[src/design/lfms_pkg.sv]
// ----------------------------------------------------------------------------
// lfms_pkg
// shared widths, types, register codes and helpers for the foot motion step
// ----------------------------------------------------------------------------
package lfms_pkg;

  localparam int COORD_WIDTH = 20;
  localparam int TIME_W      = 20;
  localparam int REG_W       = 16;
  localparam int PROD_W      = REG_W + TIME_W;
  localparam int MOVE_W      = 17;
  localparam int US_PER_S    = 1000000;

  // floor(p / 10^6) = floor(floor(p / 64) * US_RCP / 2^44), exact for p below 2^36
  localparam int                US_SH     = 6;
  localparam int                US_RCP_W  = 31;
  localparam logic [US_RCP_W-1:0] US_RCP  = 31'd1125899907;
  localparam int                US_RCP_K  = 44;
  localparam int                RCP_PW    = PROD_W - US_SH + US_RCP_W;

  localparam int DIFF_W  = COORD_WIDTH + 1;
  localparam int MAG_W   = COORD_WIDTH;
  localparam int DIST_W  = COORD_WIDTH + 1;
  localparam int SQ_W    = 2 * MAG_W;
  localparam int NSTEP   = (DIST_W > MOVE_W) ? DIST_W : MOVE_W;
  localparam int RAD_W   = 2 * NSTEP;
  localparam int LIFT_SW = ((DIFF_W > REG_W + 1) ? DIFF_W : REG_W + 1) + 1;
  localparam int LIFT_AW = LIFT_SW - 1;
  localparam int UP_W    = LIFT_AW + REG_W + 1;
  localparam int RUN_W   = DIST_W + REG_W;
  localparam int HN_W    = 2 * REG_W + DIST_W;
  localparam int PX_W    = MAG_W + MOVE_W;
  localparam int NUM_W   = HN_W;
  localparam int DEN_W   = UP_W;
  localparam int REM_W   = (NUM_W > DEN_W + NSTEP) ? NUM_W : DEN_W + NSTEP;
  localparam int Z_W     = ((COORD_WIDTH > REG_W + 1) ? COORD_WIDTH : REG_W + 1) + 3;

  localparam int CFG_IW  = 2;
  localparam int QDEPTH  = 2;
  localparam int QPTR_W  = $clog2(QDEPTH);
  localparam int QCNT_W  = $clog2(QDEPTH + 1);

  localparam logic [REG_W-1:0] HSPEED_RST  = 16'd12800;
  localparam logic [REG_W-1:0] LHEIGHT_RST = 16'd5120;
  localparam logic [REG_W-1:0] LSPEED_RST  = 16'd5120;

  typedef enum logic [CFG_IW-1:0] {
    REG_HSPEED  = 2'd0,
    REG_LHEIGHT = 2'd1,
    REG_LSPEED  = 2'd2
  } reg_idx_t;

  typedef struct packed {
    logic [REG_W-1:0] hspeed;
    logic [REG_W-1:0] lheight;
    logic [REG_W-1:0] lspeed;
  } cfg_t;

  typedef struct packed {
    logic signed [COORD_WIDTH-1:0] cx;
    logic signed [COORD_WIDTH-1:0] cy;
    logic signed [COORD_WIDTH-1:0] cz;
    logic signed [COORD_WIDTH-1:0] gx;
    logic signed [COORD_WIDTH-1:0] gy;
    logic signed [COORD_WIDTH-1:0] gz;
    logic [TIME_W-1:0]             t;
    logic [MAG_W-1:0]              adx;
    logic [MAG_W-1:0]              ady;
    logic                          dx_neg;
    logic                          dy_neg;
    logic [LIFT_AW-1:0]            absl;
  } item_t;

  typedef struct packed {
    item_t             it;
    logic [MOVE_W-1:0] mz;
    logic              far;
    logic              zero;
    logic              c1;
    logic              c2;
  } mid_t;

  function automatic logic signed [COORD_WIDTH-1:0] sat_coord(
    input logic signed [Z_W-1:0] v
  );
    logic signed [Z_W-1:0] hi;
    logic signed [Z_W-1:0] lo;
    hi = {{(Z_W - COORD_WIDTH + 1){1'b0}}, {(COORD_WIDTH - 1){1'b1}}};
    lo = ~hi;
    if (v > hi) begin
      return hi[COORD_WIDTH-1:0];
    end else if (v < lo) begin
      return lo[COORD_WIDTH-1:0];
    end
    return v[COORD_WIDTH-1:0];
  endfunction

endpackage

[src/design/lfms_fifo.sv]
// ----------------------------------------------------------------------------
// lfms_fifo
// short queue between the input stage and the arithmetic pipeline
// ----------------------------------------------------------------------------
module lfms_fifo (
  input  logic            clk,
  input  logic            rst_n,
  input  logic            wr_valid,
  output logic            wr_ready,
  input  lfms_pkg::item_t wr_item,
  output logic            rd_valid,
  input  logic            rd_ready,
  output lfms_pkg::item_t rd_item
);
  import lfms_pkg::*;

  item_t             mem_r [QDEPTH];
  logic [QPTR_W-1:0] wp_r;
  logic [QPTR_W-1:0] rp_r;
  logic [QCNT_W-1:0] cnt_r;
  logic              push;
  logic              pop;

  assign wr_ready = cnt_r != QCNT_W'(QDEPTH);
  assign rd_valid = cnt_r != '0;
  assign rd_item  = mem_r[rp_r];
  assign push     = wr_valid && wr_ready;
  assign pop      = rd_valid && rd_ready;

  always_ff @(posedge clk) begin
    if (!rst_n) begin
      wp_r  <= '0;
      rp_r  <= '0;
      cnt_r <= '0;
    end else begin
      if (push) begin
        wp_r <= (wp_r == QPTR_W'(QDEPTH - 1)) ? '0 : wp_r + 1'b1;
      end
      if (pop) begin
        rp_r <= (rp_r == QPTR_W'(QDEPTH - 1)) ? '0 : rp_r + 1'b1;
      end
      if (push && !pop) begin
        cnt_r <= cnt_r + 1'b1;
      end else if (pop && !push) begin
        cnt_r <= cnt_r - 1'b1;
      end
    end
  end

  always_ff @(posedge clk) begin
    if (push) begin
      mem_r[wp_r] <= wr_item;
    end
  end

endmodule

[config.mk]
export PLATFORM = sky130hd
export DESIGN_NAME = lfms_fifo
export DESIGN_NICKNAME = d
export VERILOG_FILES = /design/src/design/lfms_pkg.sv /design/src/design/lfms_fifo.sv
export SDC_FILE = /design/constraint.sdc
export NUM_CORES = 1
export LEC_CHECK = 0
export ABC_AREA = 1
export BUFFER_PORTS_ARGS = -buffer_cell sky130_fd_sc_hd__buf_2
export CAP_MARGIN = 20
export CORE_AREA = 2 2 135 269
export CTS_BUF_LIST = sky130_fd_sc_hd__clkbuf_4 sky130_fd_sc_hd__clkbuf_8 sky130_fd_sc_hd__clkbuf_16
export DETAILED_ROUTE_END_ITERATION = 6
export DIE_AREA = 0 0 137 271
export GPL_TIMING_DRIVEN = 1
export MAX_ROUTING_LAYER = met4
export PLACE_DENSITY_LB_ADDON = 0.12
export SYNTH_ARGS = -nofsm -noshare
export SYNTH_HDL_FRONTEND = slang
export SYNTH_SLANG_ARGS = --single-unit
[constraint.sdc]
create_clock -name clk -period 12.65 [get_ports clk]
set_clock_uncertainty 0.1 [all_clocks]
set_input_delay 0.6325 -clock clk [delete_from_list [all_inputs] [get_ports clk]]
set_output_delay 0.6325 -clock clk [all_outputs]
set_load 0.02 [all_outputs]
Word level (Yosys, flattened, before mapping)

Memory sizes are Yosys's and may differ from the RTL's. A register that Yosys moved wholly into a read port is not among the register bits.
Cells that the tools add are included.

Bits in registers: 4
Latch bits: 0
Bits in writable memories: 406
Bits in read-only memories: 0
Input port bits: 207
Logic and storage cells: 25
Memories: 1

Memories:

| name  | words | width | rd ports | clocked after Yosys merged registers in | write ports | RTL line        | RTL |
|---|---|---|---|---|---|---|---|
| mem_r | 2     | 203   | 1        | 1                                       | 1           | lfms_fifo.sv:17 | `item_t mem_r [QDEPTH];` |

$add $sub $neg: 4
$mul: 0
Div/mod/pow operators: 0
Order comparisons: 0
Equal/unequal tests: 1
Shift-type cells: 0
Multiplexer cells: 8
Bitwise operators: 0
Reduce and logical (&&, ||, !) cells: 8

Operators by type and width:

| kind                                                               | count |
|---|---|
| 1-bit two-way mux                                                  | 6 |
| 1-bit logical AND                                                  | 4 |
| 2-bit two-way mux                                                  | 2 |
| 2-bit nonzero test                                                 | 2 |
| 1-bit adder, second input constant                                 | 2 |
| 2-bit by 1-bit adder with 2-bit output, second input constant      | 1 |
| 1-bit zero test                                                    | 2 |
| 2-bit != test, second input constant                               | 1 |
| 2-bit by 1-bit subtractor with 2-bit output, second input constant | 1 |

Logic depth before layout (Yosys ltp)

Depth in word-level cells: 6
Gate-level depth with buffers: 11

Worst setup path after synthesis

No wires, ideal clock.

Path type: in2reg
Start point: input port wr_valid
End point: memory mem_r[0][0] (netlist name) (enable)
Arrival time: 9,145 ps
Required time: 11,780 ps
Path slack: 2,635 ps
Stages: 2
Buffers on the path: 0
Path through: nand2_1 nor2_1

Longest elaborated chain between the ends: 3

Ends and longest elaborated chain:

| item                                    | RTL line        | RTL |
|---|---|---|
| start: declaration                      | lfms_fifo.sv:8  | `input logic wr_valid,` |
| 1-bit logical AND                       | lfms_fifo.sv:27 | `assign push = wr_valid && wr_ready;` |
| 1-bit two-way mux                       | lfms_fifo.sv:51 | `if (push) begin` |
| 1-bit two-way mux (not written as such) | lfms_fifo.sv:52 | `mem_r[wp_r] <= wr_item;` |
| end: declaration                        | lfms_fifo.sv:17 |  |

Every way passes these cells.

==> results.txt <==
Status: completed
DR DRC count: 0
Pwr Total: 3930 uW
DP Wirelength: 22.4 mm
Routed len/inst: 20.5 um
Final period utilization: 0.277
Seq/Total Area, Yosys: 0.788
RSZ-0062 raised after global routing: no
Worst EP arrival: 2780 ps
GPL Wtd Cong: 0.760
R2r startpoint: cnt_r[0]
Die area: 37100 sq um
Vias/cell: 4.78
#FFs+latches synth: 411
Detailed Route WL: 32.7 mm
Num rows: 97
Area growth syn-to-layout: 23.9%
Maximum fanout along the worst path: 42
ANT nets after route: 0
Netlist cell types: 16
Met2 wire length: 18.8 mm
Final WS setup: 9140 ps
Core Region: 35000 sq um
Clk Latency, worst-skew pair: 530 ps
Final min period: 3510 ps
R2R depth: 6
Area taken by multi-input logic gates: 3050 sq um
Clock transition at the registers of the reported paths: 60 ps
First-pass GRT wire length: 46.8 mm
Syn_area_per_cell: 23.3 sq um
Max Root-Sink Buffers: 3
Min-delay worst type: in2reg
WL met1: 10.3 mm
Uppermost layer routed: met4
WHS Path Cells: 1
Ys async rst share: 0
Gr usage total: 0.177
XOR/XNOR Fraction of Synth Area: 0
CTS root buffer: clkbuf_16
Layout cells sized above 1: 0.603
Initial core utilization: 0.446
Top_reg_cell synth: edfxtp_1
Critical Path Sink Type: primary output
Vias in the first global route: 8218
TritonCTS clock tree: done
Worst Path Required: 11920 ps
DRT iter0 DRCs: 322
Filler Cells Inserted: 2805
Final #Nets: 1315
Top-count cell post-synth: edfxtp_1
Final hold vios: 0
Final setup TNS: 0 ps
Via count: 7639
Post-synth EDFFs: 406
Metal3 WL: 2.40 mm
PostCTS Resize Cnt: 0
Worst VDD drop: 0.199 mV
Worst Hold Endpoint: mem_r[1][195]
First-pass DRT Iterations: 4
CTS buffer count: 37
Worst-Margin Slew: 1100 ps
PortBufs: 411
YS warnings: 0
Core Util, Final: 0.553
Max-Cap Viols: 0
Largest family of logic cells by synthesized area: multiplexers
Synthesized Nets: 877
Dominant cells by area after synthesis: edfxtp_1 78%, mux2_4 16%, mux2_2 2.4%
Htree depth: 2
Die Ht: 271 um
Total gr overflow: 0
Cts hold-fix bufs: 0
Top cells by count, synth: 406 x edfxtp_1, 170 x mux2_4, 33 x mux2_2
Register area: 12300 sq um
Largest net degree at the start of global routing: 80
Post-place setup slack: 9120 ps
Initial antenna violation count: 19
Synth top area share: 0.782
Startpoint Class: register
Final Setup Violations: 0
Worst slew margin: 0.268
R2r setup slk: 9430 ps
Compound-Gate Fraction of Synth Area: 0.00144
Post-synthesis mux area share: 0.187
Critical R2R Capture: mem_r[0][156]
Slew Limit Fails: 0
Simple-Gate Fraction of Synth Area: 0.00481
Io pins: 412
Syn Inst Count: 669
Cell Area, Synth: 15600 sq um
Power Density: 203 nW/um^2
Leakage power: 0.00754 uW
Post-CTS setup buffer count: 0
Fmax achieved: 285 MHz
Die width: 137 um
Clk sink count: 411
Post-synth top area cell: edfxtp_1
Setup Crit Path Kind: reg2out
Hold Startpoint: wr_item[195]
Synth Area in Adders: 0.000802
Fin Hold WS: 190 ps
-- worst max path at each step --
stage | from | end
after CTS | register | rd_item[187]
after global routing | register | rd_item[188]
after global placement | wr_valid | mem_r[0][27]
after detailed placement | register | rd_item[187]
final | register | rd_item[188]
after floorplan | wr_valid | mem_r[0][0]
-- cell families (layout without fill, tap and decap cells) --
group	count (synthesis)	after routing
flip-flops	411	411
adder cells (fa/ha/maj)	1	1
buffers and inverters	31	496
AO/OA/AOI/OAI	4	4
multiplexers	203	203
other	0	19
AND/OR/NAND/NOR	19	19
-- area by class of cell --
| type | count | area share |
|---|---|---|
| tap | 445 | 0.0288 |
| sequential | 411 | 0.636 |
| multi-input combinational | 227 | 0.158 |
| clock buffer | 45 | 0.0528 |
| timing repair buffer | 422 | 0.112 |
| inverter | 8 | 0.00155 |
| antenna | 19 | 0.00246 |
| clock inverter | 21 | 0.00828 |
-- state kept, by name, summed over array words and instances (netlist names), named ones only --
| register | cells |
|---|---|
| cnt_r | 2 |
| mem_r | 406 |
| rp_r | 1 |
| wp_r | 1 |
-- power breakdown --
part,switching (uW),internal [uW]
Sequential,52.9,1720
Clock,468,618
Combinational,620,452
Total,1140,2790
-- through the flow --
stage | std cells | instance area, sq um
CTS | 1578 | 19300
floorplan | 669 | 15600
global placement | 1511 | 18100
detailed placement | 1512 | 18100
finish | 1598 | 19300
global route | 1598 | 19300
-- cells in the final DEF (no fill, tap or decap), types with 2 or more instances in the layout --
| cell type | instances |
|---|---|
| mux2_2 | 33 |
| nand2_1 | 9 |
| inv_1 | 8 |
| diode_2 | 19 |
| clkinv_1 | 10 |
| o21ai_0 | 2 |
| nor2_4 | 2 |
| clkbuf_4 | 6 |
| clkbuf_16 | 39 |
| clkinv_2 | 6 |
| buf_4 | 9 |
| bufinv_16 | 2 |
| buf_2 | 411 |
| dfxtp_1 | 4 |
| nor2_1 | 6 |
| edfxtp_1 | 406 |
| mux2_4 | 170 |
-- worst max-delay path, cell delays in order (launching register included) --
cell,delay [ps]
dfxtp_4,630
buf_16,320
buf_4,670
mux2_2,400
buf_2,170
-- layer usage --
metal	vias to the layer above	global-route usage
met5	-	-
met4	0	0.0895
met2	280	0.323
met3	63	0.0512
li1	3549	-
met1	3747	0.161
(Power assumes the default switching activity.)
