===== src/design/lfms_pkg.sv =====
// ----------------------------------------------------------------------------
// lfms_pkg
// shared widths, types, register codes and helpers for the foot motion step
// ----------------------------------------------------------------------------
package lfms_pkg;

  localparam int COORD_WIDTH = 20;
  localparam int TIME_W      = 20;
  localparam int REG_W       = 16;
  localparam int PROD_W      = REG_W + TIME_W;
  localparam int MOVE_W      = 17;
  localparam int US_PER_S    = 1000000;

  // floor(p / 10^6) = floor(floor(p / 64) * US_RCP / 2^44), exact for p below 2^36
  localparam int                US_SH     = 6;
  localparam int                US_RCP_W  = 31;
  localparam logic [US_RCP_W-1:0] US_RCP  = 31'd1125899907;
  localparam int                US_RCP_K  = 44;
  localparam int                RCP_PW    = PROD_W - US_SH + US_RCP_W;

  localparam int DIFF_W  = COORD_WIDTH + 1;
  localparam int MAG_W   = COORD_WIDTH;
  localparam int DIST_W  = COORD_WIDTH + 1;
  localparam int SQ_W    = 2 * MAG_W;
  localparam int NSTEP   = (DIST_W > MOVE_W) ? DIST_W : MOVE_W;
  localparam int RAD_W   = 2 * NSTEP;
  localparam int LIFT_SW = ((DIFF_W > REG_W + 1) ? DIFF_W : REG_W + 1) + 1;
  localparam int LIFT_AW = LIFT_SW - 1;
  localparam int UP_W    = LIFT_AW + REG_W + 1;
  localparam int RUN_W   = DIST_W + REG_W;
  localparam int HN_W    = 2 * REG_W + DIST_W;
  localparam int PX_W    = MAG_W + MOVE_W;
  localparam int NUM_W   = HN_W;
  localparam int DEN_W   = UP_W;
  localparam int REM_W   = (NUM_W > DEN_W + NSTEP) ? NUM_W : DEN_W + NSTEP;
  localparam int Z_W     = ((COORD_WIDTH > REG_W + 1) ? COORD_WIDTH : REG_W + 1) + 3;

  localparam int CFG_IW  = 2;
  localparam int QDEPTH  = 2;
  localparam int QPTR_W  = $clog2(QDEPTH);
  localparam int QCNT_W  = $clog2(QDEPTH + 1);

  localparam logic [REG_W-1:0] HSPEED_RST  = 16'd12800;
  localparam logic [REG_W-1:0] LHEIGHT_RST = 16'd5120;
  localparam logic [REG_W-1:0] LSPEED_RST  = 16'd5120;

  typedef enum logic [CFG_IW-1:0] {
    REG_HSPEED  = 2'd0,
    REG_LHEIGHT = 2'd1,
    REG_LSPEED  = 2'd2
  } reg_idx_t;

  typedef struct packed {
    logic [REG_W-1:0] hspeed;
    logic [REG_W-1:0] lheight;
    logic [REG_W-1:0] lspeed;
  } cfg_t;

  typedef struct packed {
    logic signed [COORD_WIDTH-1:0] cx;
    logic signed [COORD_WIDTH-1:0] cy;
    logic signed [COORD_WIDTH-1:0] cz;
    logic signed [COORD_WIDTH-1:0] gx;
    logic signed [COORD_WIDTH-1:0] gy;
    logic signed [COORD_WIDTH-1:0] gz;
    logic [TIME_W-1:0]             t;
    logic [MAG_W-1:0]              adx;
    logic [MAG_W-1:0]              ady;
    logic                          dx_neg;
    logic                          dy_neg;
    logic [LIFT_AW-1:0]            absl;
  } item_t;

  typedef struct packed {
    item_t             it;
    logic [MOVE_W-1:0] mz;
    logic              far;
    logic              zero;
    logic              c1;
    logic              c2;
  } mid_t;

  function automatic logic signed [COORD_WIDTH-1:0] sat_coord(
    input logic signed [Z_W-1:0] v
  );
    logic signed [Z_W-1:0] hi;
    logic signed [Z_W-1:0] lo;
    hi = {{(Z_W - COORD_WIDTH + 1){1'b0}}, {(COORD_WIDTH - 1){1'b1}}};
    lo = ~hi;
    if (v > hi) begin
      return hi[COORD_WIDTH-1:0];
    end else if (v < lo) begin
      return lo[COORD_WIDTH-1:0];
    end
    return v[COORD_WIDTH-1:0];
  endfunction

endpackage


===== src/design/lfms_front.sv =====
// ----------------------------------------------------------------------------
// lfms_front
// input stage: takes an item, forms axis differences and the lift span
// ----------------------------------------------------------------------------
module lfms_front (
  input  logic                                    clk,
  input  logic                                    rst_n,
  input  lfms_pkg::cfg_t                          cfg,
  input  logic                                    in_valid,
  output logic                                    in_ready,
  input  logic signed [lfms_pkg::COORD_WIDTH-1:0] in_cur_x,
  input  logic signed [lfms_pkg::COORD_WIDTH-1:0] in_cur_y,
  input  logic signed [lfms_pkg::COORD_WIDTH-1:0] in_cur_z,
  input  logic signed [lfms_pkg::COORD_WIDTH-1:0] in_goal_x,
  input  logic signed [lfms_pkg::COORD_WIDTH-1:0] in_goal_y,
  input  logic signed [lfms_pkg::COORD_WIDTH-1:0] in_goal_z,
  input  logic [lfms_pkg::TIME_W-1:0]             in_time_step_us,
  output logic                                    f_valid,
  input  logic                                    f_ready,
  output lfms_pkg::item_t                         f_item
);
  import lfms_pkg::*;

  logic signed [DIFF_W-1:0]  dx;
  logic signed [DIFF_W-1:0]  dy;
  logic signed [DIFF_W-1:0]  dz;
  logic signed [LIFT_SW-1:0] lift;
  item_t                     item_nxt;
  item_t                     item_r;
  logic                      vld_r;

  assign dx   = DIFF_W'(in_goal_x) - DIFF_W'(in_cur_x);
  assign dy   = DIFF_W'(in_goal_y) - DIFF_W'(in_cur_y);
  assign dz   = DIFF_W'(in_goal_z) - DIFF_W'(in_cur_z);
  assign lift = LIFT_SW'(dz) + LIFT_SW'({1'b0, cfg.lheight});

  always_comb begin
    item_nxt.cx     = in_cur_x;
    item_nxt.cy     = in_cur_y;
    item_nxt.cz     = in_cur_z;
    item_nxt.gx     = in_goal_x;
    item_nxt.gy     = in_goal_y;
    item_nxt.gz     = in_goal_z;
    item_nxt.t      = in_time_step_us;
    item_nxt.dx_neg = dx[DIFF_W-1];
    item_nxt.dy_neg = dy[DIFF_W-1];
    item_nxt.adx    = dx[DIFF_W-1] ? MAG_W'(-dx) : MAG_W'(dx);
    item_nxt.ady    = dy[DIFF_W-1] ? MAG_W'(-dy) : MAG_W'(dy);
    item_nxt.absl   = lift[LIFT_SW-1] ? LIFT_AW'(-lift) : LIFT_AW'(lift);
  end

  assign in_ready = !vld_r || f_ready;

  always_ff @(posedge clk) begin
    if (!rst_n) begin
      vld_r <= 1'b0;
    end else if (in_ready) begin
      vld_r <= in_valid;
    end
  end

  always_ff @(posedge clk) begin
    if (in_valid && in_ready) begin
      item_r <= item_nxt;
    end
  end

  assign f_valid = vld_r;
  assign f_item  = item_r;

endmodule


===== config.mk =====
export PLATFORM = sky130hd
export DESIGN_NAME = lfms_front
export DESIGN_NICKNAME = d
export VERILOG_FILES = /design/src/design/lfms_pkg.sv /design/src/design/lfms_front.sv
export SDC_FILE = /design/constraint.sdc
export NUM_CORES = 1
export LEC_CHECK = 0
export BUFFER_PORTS_ARGS = -buffer_cell sky130_fd_sc_hd__buf_2
export CAP_MARGIN = 5
export CORE_ASPECT_RATIO = 1.5
export CORE_UTILIZATION = 30
export DETAILED_ROUTE_END_ITERATION = 10
export GPL_TIMING_DRIVEN = 0
export SLEW_MARGIN = 20
export SYNTH_ARGS = -nofsm -noshare
export SYNTH_HDL_FRONTEND = slang
export SYNTH_SLANG_ARGS = --single-unit

===== constraint.sdc =====
create_clock -name clk -period 9.2 [get_ports clk]
set_clock_uncertainty 0.15 [all_clocks]
set_input_delay 0.92 -clock clk [delete_from_list [all_inputs] [get_ports clk]]
set_output_delay 0.92 -clock clk [all_outputs]
set_load 0.01 [all_outputs]

* Word level (Yosys, flattened, before mapping)
Cells that the tools add are included.
W data, S select, Z words.
** Storage, ports and cells
- ROM bits :: 0
- Output and inout bits :: 205
- Bits in writable memories :: 0
- Word-level logic and storage cells :: 26
- Memories kept :: 0
- Register bits after elaboration :: 204
- Bits in latches :: 0
** Cells by class
- Div/mod/pow operators :: 0
- $add $sub $neg :: 7
- $mul :: 0
- Eq/ne operators :: 0
- Muxes and demuxes :: 3
- Order comparisons :: 0
- Shift-type cells :: 0
- Bitwise operators :: 0
- Reduce and logical (&&, ||, !) cells :: 3
** Operators by type and width (count)
- $sub A20 B20 Y21 :: 3
- $mux W20 :: 2
- $neg A20 Y20 :: 2
- $add A21 B17 Y22 :: 1
- $mux W21 :: 1
- $neg A21 Y21 :: 1
- $logic_and A1 B1 Y1 :: 1
- $logic_not A1 Y1 :: 1
- $logic_or A1 B1 Y1 :: 1

* Logic depth before layout (Yosys ltp)
- Depth after elaboration :: 4
- Depth in mapped cells :: 15
- Mapped depth without buffers :: 15

* Worst setup path before layout
Ideal clock, no wire load.
- Kind :: in2reg
- From :: input port f_ready
- To :: register item_r (netlist bit f_item[0]), enable pin
- Setup slack :: 2699 ps
- Buffers on the path :: 0
- Cell stages on the path :: 2
- Arrival :: 5762 ps
- Library setup time :: 589 ps
- Cells stage by stage :: nand2b_1 -> and2_1
** On the way
- Word-level cells in the longest chain between the ends :: 2
** RTL lines
- start: declaration :: RTL line lfms_front.sv:19 : input logic f_ready,
- $logic_or A1 B1 Y1 :: RTL line lfms_front.sv:52 : assign in_ready = !vld_r || f_ready;
- $logic_and A1 B1 Y1 :: RTL line lfms_front.sv:63 : if (in_valid && in_ready) begin
- end signal: assignment :: RTL line lfms_front.sv:64 : item_r <= item_nxt;
- end: declaration :: RTL line lfms_front.sv:29 : item_t item_r;
Every way passes these cells.
A chain may end at the register's enable or synchronous reset.

==> impl_metrics.prom <==
# TYPE chip_impl_metric gauge
chip_impl_metric{name="htree_levels",unit=""} 1
chip_impl_metric{name="firstDrtPassIters",unit=""} 5
chip_impl_metric{name="cts_made_buffers",unit=""} 22
chip_impl_metric{name="area_growth",unit="%"} 28.5
chip_impl_metric{name="ff2ff_path_depth",unit=""} 3
chip_impl_metric{name="top_level_ports",unit=""} 397
chip_impl_metric{name="dpl_worst_slack",unit="ns"} 4.18
chip_impl_metric{name="initial_core_utilization",unit="%"} 30.5
chip_impl_metric{name="via_count",unit=""} 8771
chip_impl_metric{name="post_route_cells_drive_above_1_share",unit="%"} 31.6
chip_impl_info{name="min-delay-path-class",value="flop to flop"} 1
chip_impl_metric{name="r2r_setup_slack",unit="ns"} 7.40
chip_impl_metric{name="clk_pin_slew_worst_paths",unit="ns"} 0.06
chip_impl_metric{name="final-max-slew-violation-count",unit=""} 0
chip_impl_metric{name="syn-instance-count",unit=""} 981
chip_impl_metric{name="nFillCells",unit=""} 3723
chip_impl_metric{name="synthesis.yosys.warnings",unit=""} 0
chip_impl_info{name="layout_common_cells",value="sky130_fd_sc_hd__buf_2, sky130_fd_sc_hd__edfxtp_1, sky130_fd_sc_hd__inv_1"} 1
chip_impl_metric{name="max_cap_violations",unit=""} 0
chip_impl_metric{name="cellPowerDensity",unit="nW/um2"} 202
chip_impl_metric{name="cts_hold_buf",unit=""} 0
chip_impl_metric{name="critical_path_arrival",unit="ns"} 4.58
chip_impl_metric{name="gp_routability_congestion",unit=""} 0.854
chip_impl_metric{name="mappedNetlistArea",unit="um2"} 11500
chip_impl_metric{name="post-dp-hpwl",unit="um"} 25000
chip_impl_metric{name="synth.avg_cell_area",unit="um2"} 11.7
chip_impl_info{name="mostFrequentLayoutCell",value="sky130_fd_sc_hd__buf_2"} 1
chip_impl_metric{name="syn_nets",unit=""} 1260
chip_impl_info{name="yosys_most_used_dff",value="sky130_fd_sc_hd__edfxtp_1"} 1
chip_impl_metric{name="die_area",unit="um2"} 39100
chip_impl_metric{name="tns",unit="ns"} 0
chip_impl_info{name="worstSetupEndpointType",value="flop"} 1
chip_impl_metric{name="post-cts-setup-buffers",unit=""} 0
chip_impl_metric{name="wirelength",unit="um"} 30900
chip_impl_metric{name="static_power_due_to_leakage",unit="nW"} 6.49
chip_impl_metric{name="register_area_share_after_synthesis",unit="%"} 53.2
chip_impl_info{name="tritoncts",value="yes"} 1
chip_impl_metric{name="worst_slack",unit="ns"} 4.73
chip_impl_metric{name="max_clock_freq",unit="MHz"} 224
chip_impl_metric{name="edff_count_synth",unit=""} 203
chip_impl_metric{name="fin_crit",unit="ns"} 4.47
chip_impl_metric{name="clock_sinks",unit=""} 204
chip_impl_metric{name="avgViaCountPerCell",unit=""} 4.67
chip_impl_metric{name="crit_required",unit="ns"} 9.31
chip_impl_metric{name="maximum_number_of_pins_on_one_net_before_global_route_repair",unit=""} 61
chip_impl_metric{name="synth-seq-cells",unit=""} 204
chip_impl_metric{name="grt.total_usage",unit="%"} 15.3
chip_impl_info{name="crit-reg2reg-capture",value="f_item[103]$_DFFE_PP_"} 1
chip_impl_metric{name="final_min_period_over_clock_period",unit="%"} 48.6
chip_impl_metric{name="drc_errors",unit=""} 0
chip_impl_metric{name="async_reset_ff_share",unit="%"} 0
chip_impl_metric{name="worst_slew_pin_slew",unit="ns"} 0.906
chip_impl_metric{name="non_filler_cells_final",unit=""} 1878
chip_impl_metric{name="cp_max_fo",unit=""} 10
chip_impl_metric{name="clk_latency",unit="ns"} 0.52
chip_impl_metric{name="cts.repair.resized",unit=""} 0
chip_impl_metric{name="report.final.setup_viol",unit=""} 0
chip_impl_metric{name="num-nets-final",unit=""} 1651
chip_impl_info{name="start_kind",value="input port"} 1
chip_impl_metric{name="dieHeight",unit="um"} 242
chip_impl_metric{name="ant_nets",unit=""} 0
chip_impl_metric{name="core-area",unit="um2"} 37700
chip_impl_metric{name="layout.area.seq",unit="um2"} 6120
chip_impl_metric{name="largest_vdd_supply_drop",unit="uV"} 164
chip_impl_info{name="r2r_start",value="f_valid$_SDFFE_PN0N_"} 1
chip_impl_metric{name="detail_route.wl_per_cell",unit="um"} 16.5
chip_impl_metric{name="chipWidth",unit="um"} 162
chip_impl_info{name="cts-root-buf",value="sky130_fd_sc_hd__clkbuf_16"} 1
chip_impl_metric{name="yosysUniqueCellTypes",unit=""} 80
chip_impl_metric{name="max-clock-path-buffers",unit=""} 3
chip_impl_metric{name="max-slew-margin-rel",unit="%"} 39.5
chip_impl_info{name="worst_setup_path_startpoint",value="cfg[29]"} 1
chip_impl_metric{name="via_count_of_the_first_global_routing_pass",unit=""} 8676
chip_impl_metric{name="drt_initial_violations",unit=""} 411
chip_impl_info{name="status",value="complete, no violations"} 1
chip_impl_metric{name="dp.cells",unit=""} 1837
chip_impl_metric{name="global_route_wire_length_before_repair",unit="um"} 46300
chip_impl_metric{name="initial_antenna_violation_count",unit=""} 3
chip_impl_metric{name="multiInputGateArea",unit="um2"} 4750
chip_impl_metric{name="final_hold_vio_count",unit=""} 0
chip_impl_metric{name="port-buffer-count",unit=""} 364
chip_impl_metric{name="total_number_of_placement_rows",unit=""} 87
chip_impl_info{name="cp-endpoint",value="f_item[20]$_DFFE_PP_"} 1
chip_impl_info{name="timing_worst_setup_path_type",value="input port to flop"} 1
chip_impl_info{name="grt_setup_unrepaired",value="false"} 1
chip_impl_metric{name="total_congestion_overflow",unit=""} 0
cell usage after synthesis, drive strengths merged, types with 11 or more instances:
master | number | area share, %
a21o | 19 | 1.2
a21oi | 61 | 2.9
a31oi | 15 | 0.95
clkbuf | 14 | 0.46
edfxtp | 203 | 53
fa | 18 | 3.1
ha | 69 | 7.5
inv | 140 | 4.6
nand2 | 42 | 1.4
nand3 | 20 | 0.87
nand4 | 11 | 0.60
nor2 | 55 | 1.8
nor3 | 16 | 0.70
o21ai | 39 | 1.7
xnor2 | 65 | 5.0
xor2 | 37 | 2.8
area by class of cell:
type / count / share of cell area, %
flip-flops and latches: 204 / 41.4
clock buffers: 24 / 3.92
inverters: 140 / 3.56
multi-input cells: 615 / 32.2
clock inverters: 16 / 1.19
well taps: 489 / 4.14
diodes: 1 / 0.0169
plain buffers: 22 / 0.686
repair buffers: 367 / 12.9
worst min path at each step:
stage,start,endpoint,depth (start not counted)
3_5_place_dp,f_valid$_SDFFE_PN0N_,f_valid$_SDFFE_PN0N_,2
5_1_grt,in_time_step_us[10],f_item[73]$_DFFE_PP_,1
3_3_place_gp,f_valid$_SDFFE_PN0N_,f_valid$_SDFFE_PN0N_,2
2_1_floorplan,f_valid$_SDFFE_PN0N_,f_valid$_SDFFE_PN0N_,2
6_report,f_valid$_SDFFE_PN0N_,f_valid$_SDFFE_PN0N_,2
4_1_cts,in_time_step_us[3],f_item[66]$_DFFE_PP_,1
critical path, cell delays in order:
cell,delay [ns]
sky130_fd_sc_hd__buf_2,0.07
sky130_fd_sc_hd__inv_1,0.05
sky130_fd_sc_hd__fa_1,0.54
sky130_fd_sc_hd__inv_1,0.05
sky130_fd_sc_hd__ha_1,0.29
sky130_fd_sc_hd__clkbuf_1,0.32
sky130_fd_sc_hd__nand4_1,0.24
sky130_fd_sc_hd__a2111oi_1,0.83
sky130_fd_sc_hd__nor3_1,0.17
sky130_fd_sc_hd__o31ai_1,0.28
sky130_fd_sc_hd__a21oi_1,0.11
sky130_fd_sc_hd__xor2_1,0.34
sky130_fd_sc_hd__a41oi_2,0.18
sky130_fd_sc_hd__xnor2_1,0.17
through the flow:
step,hold WS [ns],total power [mW],utilization [%],cell area [um2]
2_1_floorplan,0.460,1.79,-,11500
3_5_place_dp,0.388,2.07,37.2,14000
3_3_place_gp,0.358,2.07,37.0,13900
4_1_cts,0.383,3.02,39.2,14800
5_1_grt,0.388,3.15,39.2,14800
6_report,0.392,2.98,39.2,14800
per-layer routing:
layer  part of all wire (%)  GRT usage [%]  up-vias
li1                       -              -     4333
met1                     36           15.1     4060
met2                     54           30.0      328
met3                    7.5           3.74       46
met4                    2.6           5.16        4
met5                  0.061              0        -
sequential cells by signal, summed over array words and instances, names as in the netlist:
register and count:
f_valid 1, f_item 203
kinds of logic (layout without fill, tap and decap cells):
logic type,after synthesis,after routing,share of synthesized area [%]
other,0,1,0
buffers and inverters,162,569,5.45
and+or+nand+nor,211,211,9.50
DFF,204,204,53.2
AOI/OAI and AO/OA,213,213,13.2
xor gates and xnor gates,102,102,7.77
adders and majority gates,87,87,10.6
muxes,2,2,0.185
report_power, final:
group          internal (mW)  total [mW]  switching, mW
Combinational          0.340       0.858          0.518
Clock                  0.543       0.928          0.385
Sequential              1.17        1.19         0.0243
(Power assumes the default switching activity.)
